`src/rtl/iab_pkg.sv`:
```
package iab_pkg;

    localparam int WORD_BITS     = 16;
    localparam int WINDOW_WORDS  = 4;
    localparam int STORE_WINDOWS = 2;
    localparam int ADDR_BITS     = 16;

    localparam int TOTAL_WORDS = WINDOW_WORDS * STORE_WINDOWS;
    localparam int WINDOW_BITS = WORD_BITS * WINDOW_WORDS;
    localparam int STORE_BITS  = WINDOW_BITS * STORE_WINDOWS;
    localparam int BYTES_PER_WORD = WORD_BITS / 8;
    localparam int COUNT_W     = 4;
    localparam int USED_W      = 4;
    localparam int CODE_W      = 5;
    localparam int SHIFT_W     = 8;

    // source fields, offsets counted from the top of the head window
    localparam int SRC1_MSB = WINDOW_BITS - 1 - 6;
    localparam int SRC2_MSB = WINDOW_BITS - 1 - 11;

    localparam int MODE_W    = 2;
    localparam int IN_DATA_W = 88;
    localparam int OUT_DATA_W = 88;

    localparam logic [CODE_W-1:0] IMM_CODE_RST  = 5'd1;
    localparam logic [CODE_W-1:0] ADDR_CODE_RST = 5'd2;

    typedef enum logic [0:0] {
        CFG_IMMEDIATE_CODE = 1'b0,
        CFG_ADDRESS_CODE   = 1'b1
    } cfg_index_t;

    typedef enum logic [MODE_W-1:0] {
        MODE_LOAD    = 2'd0,
        MODE_APPEND  = 2'd1,
        MODE_CONSUME = 2'd2,
        MODE_DISCARD = 2'd3
    } mode_t;

    typedef enum logic [1:0] {
        ST_IDLE = 2'd0,
        ST_EXEC = 2'd1,
        ST_SEND = 2'd2
    } state_t;

    typedef struct packed {
        logic capture;
        logic execute;
    } ctrl_cmd_t;

endpackage

```
`src/rtl/iab_ctrl.sv`:
```
module iab_ctrl (
    input  logic               clk,
    input  logic               rst_n,
    input  logic               in_valid,
    input  logic               out_ready,
    output logic               in_ready,
    output logic               out_valid,
    output iab_pkg::ctrl_cmd_t cmd
);

    iab_pkg::state_t state_reg;
    iab_pkg::state_t state_next;

    always_ff @(posedge clk or negedge rst_n)
    begin
        if (!rst_n)
        begin
            state_reg <= iab_pkg::ST_IDLE;
        end
        else
        begin
            state_reg <= state_next;
        end
    end

    always_comb
    begin
        state_next = state_reg;
        unique case (state_reg)
            iab_pkg::ST_IDLE:
            begin
                if (in_valid)
                begin
                    state_next = iab_pkg::ST_EXEC;
                end
            end
            iab_pkg::ST_EXEC:
            begin
                state_next = iab_pkg::ST_SEND;
            end
            iab_pkg::ST_SEND:
            begin
                if (out_ready)
                begin
                    state_next = iab_pkg::ST_IDLE;
                end
            end
            default:
            begin
                state_next = iab_pkg::ST_IDLE;
            end
        endcase
    end

    always_comb
    begin
        in_ready    = 1'b0;
        out_valid   = 1'b0;
        cmd.capture = 1'b0;
        cmd.execute = 1'b0;
        unique case (state_reg)
            iab_pkg::ST_IDLE:
            begin
                in_ready    = 1'b1;
                cmd.capture = in_valid;
            end
            iab_pkg::ST_EXEC:
            begin
                cmd.execute = 1'b1;
            end
            iab_pkg::ST_SEND:
            begin
                out_valid = 1'b1;
            end
            default:
            begin
                in_ready = 1'b0;
            end
        endcase
    end

endmodule

```
`src/rtl/iab_datapath.sv`:
```
module iab_datapath (
    input  logic                                  clk,
    input  logic                                  rst_n,
    input  iab_pkg::ctrl_cmd_t                    cmd,
    input  logic                                  cfg_wen,
    input  logic                                  cfg_addr,
    input  logic [iab_pkg::CODE_W-1:0]            cfg_wdata,
    input  logic [iab_pkg::MODE_W-1:0]            mode,
    input  logic [iab_pkg::WINDOW_BITS-1:0]       window_data,
    input  logic [iab_pkg::ADDR_BITS-1:0]         window_address,
    input  logic [iab_pkg::USED_W-1:0]            used_words,
    output logic [iab_pkg::WINDOW_BITS-1:0]       head_window,
    output logic [iab_pkg::ADDR_BITS-1:0]         head_address,
    output logic [iab_pkg::COUNT_W-1:0]           valid_words,
    output logic                                  instr_ready,
    output logic                                  append_error
);

    localparam int SW = iab_pkg::SHIFT_W;

    logic [iab_pkg::CODE_W-1:0]      imm_code_reg;
    logic [iab_pkg::CODE_W-1:0]      addr_code_reg;

    iab_pkg::mode_t                  mode_reg;
    logic [iab_pkg::WINDOW_BITS-1:0] data_reg;
    logic [iab_pkg::ADDR_BITS-1:0]   waddr_reg;
    logic [iab_pkg::USED_W-1:0]      used_reg;

    logic [iab_pkg::STORE_BITS-1:0]  store_reg;
    logic [iab_pkg::STORE_BITS-1:0]  store_next;
    logic [iab_pkg::ADDR_BITS-1:0]   addr_reg;
    logic [iab_pkg::ADDR_BITS-1:0]   addr_next;
    logic [iab_pkg::COUNT_W-1:0]     count_reg;
    logic [iab_pkg::COUNT_W-1:0]     count_next;
    logic                            err_reg;
    logic                            err_next;

    logic [iab_pkg::STORE_BITS-1:0]  window_top;
    logic [SW-1:0]                   count_sh;
    logic [SW-1:0]                   used_sh;
    logic [iab_pkg::STORE_BITS-1:0]  keep_mask;
    logic [iab_pkg::CODE_W-1:0]      src1;
    logic [iab_pkg::CODE_W-1:0]      src2;
    logic                            extra1;
    logic                            extra2;
    logic [iab_pkg::COUNT_W-1:0]     needed;

    always_ff @(posedge clk or negedge rst_n)
    begin
        if (!rst_n)
        begin
            imm_code_reg  <= iab_pkg::IMM_CODE_RST;
            addr_code_reg <= iab_pkg::ADDR_CODE_RST;
        end
        else if (cfg_wen)
        begin
            unique case (iab_pkg::cfg_index_t'(cfg_addr))
                iab_pkg::CFG_IMMEDIATE_CODE: imm_code_reg  <= cfg_wdata;
                iab_pkg::CFG_ADDRESS_CODE:   addr_code_reg <= cfg_wdata;
                default:                     imm_code_reg  <= imm_code_reg;
            endcase
        end
    end

    always_ff @(posedge clk)
    begin
        if (cmd.capture)
        begin
            mode_reg  <= iab_pkg::mode_t'(mode);
            data_reg  <= window_data;
            waddr_reg <= window_address;
            used_reg  <= used_words;
        end
    end

    assign window_top = {data_reg, {(iab_pkg::STORE_BITS - iab_pkg::WINDOW_BITS){1'b0}}};
    assign count_sh   = SW'(count_reg) * SW'(iab_pkg::WORD_BITS);
    assign used_sh    = SW'(used_reg) * SW'(iab_pkg::WORD_BITS);
    assign keep_mask  = ~({iab_pkg::STORE_BITS{1'b1}} >> count_sh);

    always_comb
    begin
        store_next = store_reg;
        addr_next  = addr_reg;
        count_next = count_reg;
        err_next   = 1'b0;
        unique case (mode_reg)
            iab_pkg::MODE_LOAD:
            begin
                store_next = window_top;
                addr_next  = waddr_reg;
                count_next = iab_pkg::COUNT_W'(iab_pkg::WINDOW_WORDS);
            end
            iab_pkg::MODE_APPEND:
            begin
                if (count_reg >= iab_pkg::COUNT_W'(iab_pkg::WINDOW_WORDS))
                begin
                    err_next = 1'b1;
                end
                else
                begin
                    store_next = (store_reg & keep_mask) | (window_top >> count_sh);
                    count_next = count_reg + iab_pkg::COUNT_W'(iab_pkg::WINDOW_WORDS);
                end
            end
            iab_pkg::MODE_CONSUME:
            begin
                store_next = store_reg << used_sh;
                addr_next  = addr_reg + iab_pkg::ADDR_BITS'(used_reg)
                             * iab_pkg::ADDR_BITS'(iab_pkg::BYTES_PER_WORD);
                count_next = (count_reg > used_reg) ? count_reg - used_reg
                                                    : '0;
            end
            iab_pkg::MODE_DISCARD:
            begin
                store_next = '0;
                count_next = '0;
            end
            default:
            begin
                err_next = 1'b0;
            end
        endcase
    end

    always_ff @(posedge clk or negedge rst_n)
    begin
        if (!rst_n)
        begin
            store_reg <= '0;
            addr_reg  <= '0;
            count_reg <= '0;
            err_reg   <= 1'b0;
        end
        else if (cmd.execute)
        begin
            store_reg <= store_next;
            addr_reg  <= addr_next;
            count_reg <= count_next;
            err_reg   <= err_next;
        end
    end

    // result is read straight from the state while it is held for the sink
    assign head_window = store_reg[iab_pkg::STORE_BITS-1 -: iab_pkg::WINDOW_BITS];
    assign src1   = head_window[iab_pkg::SRC1_MSB -: iab_pkg::CODE_W];
    assign src2   = head_window[iab_pkg::SRC2_MSB -: iab_pkg::CODE_W];
    assign extra1 = (src1 == imm_code_reg) || (src1 == addr_code_reg);
    assign extra2 = (src2 == imm_code_reg) || (src2 == addr_code_reg);
    assign needed = iab_pkg::COUNT_W'(1) + iab_pkg::COUNT_W'(extra1)
                    + iab_pkg::COUNT_W'(extra2);

    assign head_address = addr_reg;
    assign valid_words  = count_reg;
    assign instr_ready  = (count_reg >= needed);
    assign append_error = err_reg;

endmodule

```
`src/rtl/instruction_align_buffer.sv`:
```
// Instruction align buffer: two fetch windows of 16-bit words, head address
// and valid word count, updated by one operation per transfer.
// Input channel s_*: s_tuser carries the mode (load, append, consume,
// discard); s_tdata carries the window, its address and the consume count.
// Output channel m_*: one result per input transfer with the head window,
// head address, count, instruction-ready flag and append error flag.
// Config port: cfg_wen writes cfg_wdata to register cfg_addr
// (0 immediate code, 1 address code); write only while the block is idle.
// After an input transfer the controller passes through the update state
// and then raises m_tvalid in the present state. One item is handled at a
// time by the three-state controller (capture, update, present).
// The result is held on m_tdata until m_tready; no new input is taken
// meanwhile.
// Reset clears the buffer, address and count, and sets the codes to 1 and 2.
module instruction_align_buffer (
    input  logic                               clk,
    input  logic                               rst_n,
    input  logic                               cfg_wen,
    input  logic                               cfg_addr,
    input  logic [iab_pkg::CODE_W-1:0]         cfg_wdata,
    input  logic                               s_tvalid,
    output logic                               s_tready,
    // window_data[63:0], window_address[79:64], used_words[83:80], zero pad
    input  logic [iab_pkg::IN_DATA_W-1:0]      s_tdata,
    // mode[1:0]
    input  logic [iab_pkg::MODE_W-1:0]         s_tuser,
    output logic                               m_tvalid,
    input  logic                               m_tready,
    // head_window[63:0], head_address[79:64], valid_words[83:80],
    // instr_ready[84], append_error[85], zero pad
    output logic [iab_pkg::OUT_DATA_W-1:0]     m_tdata
);

    iab_pkg::ctrl_cmd_t              cmd;
    logic [iab_pkg::WINDOW_BITS-1:0] head_window;
    logic [iab_pkg::ADDR_BITS-1:0]   head_address;
    logic [iab_pkg::COUNT_W-1:0]     valid_words;
    logic                            instr_ready;
    logic                            append_error;

    iab_ctrl u_ctrl (
        .clk       (clk),
        .rst_n     (rst_n),
        .in_valid  (s_tvalid),
        .out_ready (m_tready),
        .in_ready  (s_tready),
        .out_valid (m_tvalid),
        .cmd       (cmd)
    );

    iab_datapath u_datapath (
        .clk            (clk),
        .rst_n          (rst_n),
        .cmd            (cmd),
        .cfg_wen        (cfg_wen),
        .cfg_addr       (cfg_addr),
        .cfg_wdata      (cfg_wdata),
        .mode           (s_tuser),
        .window_data    (s_tdata[63:0]),
        .window_address (s_tdata[79:64]),
        .used_words     (s_tdata[83:80]),
        .head_window    (head_window),
        .head_address   (head_address),
        .valid_words    (valid_words),
        .instr_ready    (instr_ready),
        .append_error   (append_error)
    );

    assign m_tdata = {2'b00, append_error, instr_ready, valid_words,
                      head_address, head_window};

endmodule

```
`config.mk`:
```
export PLATFORM = sky130hd
export DESIGN_NAME = instruction_align_buffer
export DESIGN_NICKNAME = d
export VERILOG_FILES = /design/src/rtl/iab_pkg.sv /design/src/rtl/iab_ctrl.sv /design/src/rtl/iab_datapath.sv /design/src/rtl/instruction_align_buffer.sv
export SDC_FILE = /design/constraint.sdc
export NUM_CORES = 1
export LEC_CHECK = 0
export ABC_AREA = 1
export BUFFER_PORTS_ARGS = -buffer_cell sky130_fd_sc_hd__buf_4
export CAP_MARGIN = 20
export CORE_MARGIN = 3
export CORE_UTILIZATION = 26
export DETAILED_ROUTE_END_ITERATION = 7
export PLACE_DENSITY = 0.53
export RECOVER_POWER = 25
export SYNTH_ARGS = -nofsm -noshare
export SYNTH_HDL_FRONTEND = slang
export SYNTH_HIERARCHICAL = 1
export SYNTH_SLANG_ARGS = --single-unit
```
`constraint.sdc`:
```
create_clock -name clk -period 9.6 [get_ports clk]
set_clock_uncertainty 0.05 [all_clocks]
set_input_delay 1.44 -clock clk [delete_from_list [all_inputs] [get_ports clk]]
set_output_delay 1.44 -clock clk [all_outputs]
set_load 0.03 [all_outputs]
```
* Word level (Yosys, flattened, before mapping)
Index checks and enable logic that the tools add are counted.
W data, S select, Z words.
** Word-level totals
- Bits in registers :: 247
- Output and inout bits :: 90
- Logic and storage cells :: 63
** Operators by class
- $add $sub $neg :: 5
- $lt $le $gt $ge :: 3
- Equality and inequality tests :: 12
- Shifts and indexed selects :: 3
- Muxes and demuxes :: 15
- Bitwise logic cells :: 4
- Reductions and logical operators :: 10
** Operators with widths (number)
- $pmux W128 S4 :: 1
- $and A128 B128 Y128 :: 1
- $mux W128 :: 1
- $not A128 Y128 :: 1
- $or A128 B128 Y128 :: 1
- $shl A128 B8 Y128 :: 1
- $shr A128 B8 Y128 :: 1
- $shr A128 B8 Y128 const A :: 1
- $pmux W16 S2 :: 1
- $eq A5 B5 Y1 :: 4
- $add A16 B5 Y16 :: 1
- $pmux W4 S4 :: 1
- $reduce_and A2 Y1 :: 5
- $mux W4 :: 2
- $eq A2 B2 Y1 const B :: 3
- $mux W1 :: 6
- $ne A2 B2 Y1 const B :: 3
- $pmux W2 S3 :: 1
- $add A4 B1 Y4 :: 1
- $add A4 B3 Y4 const B :: 1
- $eq A2 B1 Y1 const B :: 2
- $ge A4 B3 Y1 const B :: 1
- $ge A4 B4 Y1 :: 1
- $gt A4 B4 Y1 :: 1
- 7 further kinds :: 10

* Depth between registers and ports, before layout
- Word-level depth :: 6
- Depth in mapped cells :: 15
- Mapped depth without buffers :: 12

* Modules after synthesis
Netlist, hierarchy kept.
** Modules (own cells, without submodules)
- iab_datapath :: times used 1, cells an instance 2614, area an instance 17329.1 um2
- iab_ctrl :: times used 1, cells an instance 13, area an instance 100.1 um2
- instruction_align_buffer :: times used 1, cells an instance 5, area an instance 33.8 um2

* Least setup slack after synthesis
Ideal clock, no wire load.
- Path type :: input -> register
- From :: in s_tvalid
- To :: reg u_datapath/data_reg[0] in the netlist's numbering (enable)
- Setup time :: 0.653 ns
- Arrival time :: 7.626 ns
- Path slack :: 1.271 ns
- Stages :: 1
- Cells stage by stage :: nor3b_1
** On the way
- Longest elaborated chain between the ends :: 1
** RTL lines
- start, declared :: line instruction_align_buffer.sv:21 : input logic s_tvalid,
- $mux W1 :: line iab_ctrl.sv:61 : unique case (state_reg)
- end signal, assigned :: line iab_datapath.sv:70 : data_reg <= window_data;
- end, declared :: line iab_datapath.sv:25 : logic [iab_pkg::WINDOW_BITS-1:0] data_reg;
No other way between the ends.
A chain may end at the register's enable or synchronous reset.

==> qor.yml <==
sta:
  fmax_mhz: 186.8
  rsz0062_at_grt: "false"
  relSlewSlack_pct: -156.3
  tightest_slew_ns: 3.845
  hold_viol: 0
  finalWorstSetupSlack_ns: 4.245
  holdWs_ns: 0.4299
  finalMaxSlewViolations: 61
  layout_min_cycle_time_ns: 5.355
  finalSetupTns_ns: 0
  post-route-period-util_pct: 55.78
  setup_viol_count_final: 0
yosys:
  ys.flop_type: "dfrtp_1"
  netlist_area_um2: 17460
  synth_cell_type_count: 45
  synth_area_per_cell_um2: 6.635
  async_flop_share_pct: 65.18
  ys_ff_latch: 247
  ys_seq_area_share_pct: 37.87
  synth_cells: 2632
  synth_edf_count: 86
  ys_warn_count: 6
setup_path:
  slowest_delay_ns: 2.65
  r2r_setup_slack_ns: 5.58
  critPathLaunchType: "input port"
  critPathMostFrequentCell: "buf_4"
  slowest_stage: "clkbuf_1"
  worstSetupPathType: "input port to asynchronous set/reset pin"
  crit_chain: "clkbuf_1, buf_4, buf_4"
  end_kind: "asynchronous set/reset pin"
  worstPathRequired_ns: 10.17
  cp_max_fo: 60
  arrival_ns: 5.92
finish:
  stdcell_count: 3555
  largest_reg_flops: 128
  fillers: 7364
  nNetsFinal: 2778
  multi_input_area_um2: 8962
  seqCellArea_um2: 6618
  drive_above_1_share_pct: 11.53
  area_growth_pct: 14.51
global_routing:
  antenna_found_initial: 3
  overflow: 0
  gr-usage-met2_pct: 32.08
  globalRouteMet1Util_pct: 28.99
  top_usage_layer: "met2"
  grt_pass1_wl_mm: 110.6
  grt_max_degree: 112
  grt_pass1_vias: 16646
  track_usage_pct: 20.84
  met3_usage_pct: 3.182
outcome:
  violations: "max-capacitance violations, max-slew violations"
  status: "complete, but fails checks"
placement:
  place_inst: 3494
  place.detailed.hpwl_mm: 51.01
  gp_congestion: 0.9015
  port_buffers: 184
  pre_cts_ws_ns: 5.634
routing:
  dr.first_iter.drc_count: 2190
  drc_errors: 0
  drtPass1Iterations: 6
  num_vias: 17912
  detail-route-antenna-nets: 0
  wl_per_cell_um: 21.09
  vias_per_cell: 5.039
  wirelength_mm: 74.97
clocking:
  root_buffer: "clkbuf_16"
  cts-buffers-inserted: 31
  cts_resized: 0
  cts_setup_buffers: 0
  htree_levels: 1
  max-clock-path-buffers: 3
  postCtsHoldBufs: 0
  tritoncts: "yes"
  clkLatencyLatePin_ns: 0.60
  clkTransAtPathRegs_ns: 0.06
  cts.sinks: 247
job:
  maxCapViolCount: 1
die:
  core.rowCount: 94
  io_pins: 191
  coreArea_um2: 66100
  die_area_um2: 70310
  die_h_um: 265.2
  initial_core_util_pct: 26.42
  die-width_um: 265.2
power:
  powerDensity_nw_per_um2: 327.6
  peakVddDrop_mv: 0.1706
  power.leakage_uw: 0.009516
hold_path:
  worstHoldPathType: "register to register"
==> worst max-delay path: cells and delay by family <==
family | cells | cell delay, ns
buffers and inverters | 3 | 4.35
==> through the flow <==
stage                     util, %  total power [uW]  area (um^2)
final                       30.25              6550        20000
after global routing        30.25              6991        19990
after CTS                   30.29              6545        20020
after detailed placement    28.73              5313        18990
after global placement      28.67              5303        18950
after floorplan                 -              4169        17470
==> report_power, final <==
part	internal (uW)	switching [uW]	leakage [uW]
sequential	1480	515	0.00287
combinational	982	2370	0.00615
clock	707	501	0.000494
total	3160	3390	0.00952
==> layer usage <==
metal,vias to the layer above,part of all wire [%]
li1,8525,-
met1,8324,43
met2,904,43
met3,157,8.7
met4,2,4.8
met5,-,0.017
==> Yosys cell counts (2+ instances only) <==
library cell | count | area (um^2)
clkbuf_1 | 59 | 221.5
ha_1 | 12 | 150.1
xnor2_1 | 7 | 61.31
dfstp_2 | 2 | 52.55
o211ai_1 | 65 | 488.0
o21ai_0 | 248 | 1241
nand3b_1 | 2 | 15.01
nor2_2 | 4 | 25.02
buf_4 | 82 | 615.6
nor3b_1 | 2 | 15.01
nor2_1 | 174 | 653.1
xor2_1 | 14 | 122.6
a21boi_1 | 4 | 30.03
nand2_2 | 3 | 18.77
buf_2 | 65 | 325.3
nor3_1 | 6 | 30.03
or2_1 | 3 | 18.77
buf_1 | 7 | 26.28
inv_1 | 173 | 649.4
a21oi_1 | 67 | 335.3
nand2_1 | 1054 | 3956
o22ai_1 | 9 | 56.30
nor2_4 | 4 | 45.04
fa_1 | 2 | 40.04
o21ai_1 | 4 | 20.02
edfxtp_1 | 86 | 2582
nor4_1 | 4 | 25.02
or2_2 | 20 | 125.1
o21ai_2 | 2 | 17.52
dfrtp_1 | 159 | 3979
nand3_1 | 255 | 1276
buf_6 | 6 | 67.56
a31oi_1 | 12 | 75.07
inv_2 | 5 | 18.77
==> cell type report <==
cell class / instances / share of cell area [%]
Tap cell: 864 / 5.406
Inverter: 179 / 3.360
Antenna cell: 3 / 0.03754
Clock buffer: 38 / 4.061
Multi-Input combinational cell: 1987 / 44.82
Timing Repair Buffer: 217 / 8.153
Clock inverter: 20 / 1.070
Sequential cell: 247 / 33.09
==> logic make-up (layout without fill, tap and decap cells) <==
kind of cell | after synthesis | in the layout | share of synthesized area (%)
other cells | 1 | 5 | 0.02147
compound gates | 415 | 415 | 13.15
simple gates | 1535 | 1535 | 35.75
flops | 247 | 247 | 37.87
buf+inv | 399 | 454 | 11.07
fa+ha+maj | 14 | 14 | 1.089
xor+xnor | 21 | 21 | 1.053
==> cell usage in the layout (no fill, tap or decap), types with 2 or more instances in the layout <==
cell / instances
a31oi_1: 12
nand2_1: 1053
xor2_1: 14
ha_1: 12
nand3_1: 255
clkbuf_16: 31
bufinv_16: 4
or2_2: 20
nand2_2: 3
nor2_1: 171
dfrtp_1: 158
clkinv_1: 4
o22ai_1: 9
nor2_4: 7
o21ai_1: 4
nand3b_1: 2
dfstp_2: 2
fa_1: 2
a21oi_1: 67
clkinvlp_4: 4
xnor2_1: 7
inv_2: 8
clkinv_2: 7
or2_1: 3
o21ai_0: 248
diode_2: 3
edfxtp_1: 86
clkbuf_4: 82
inv_1: 170
nor3_1: 6
a21boi_1: 4
conb_1: 2
clkbuf_1: 13
nor2_2: 4
o211ai_1: 65
nor4_1: 4
buf_4: 126
==> path summary, 6_finish.rpt <==
kind	from	endpoint	depth (start not counted)
setup / recovery	rst_n	u_datapath/addr_code_reg[4]	3
hold / removal	u_datapath/store_reg[59]	u_datapath/store_reg[59]	2
setup reg to reg	u_datapath/mode_reg[1]	u_datapath/store_reg[91]	12
hold reg to reg	u_datapath/store_reg[59]	u_datapath/store_reg[59]	2
max in group clk	u_datapath/store_reg[120]	m_tdata[84]	9
min in group asynchronous	rst_n	u_datapath/head_address[15]	1
(Power assumes the default switching activity.)
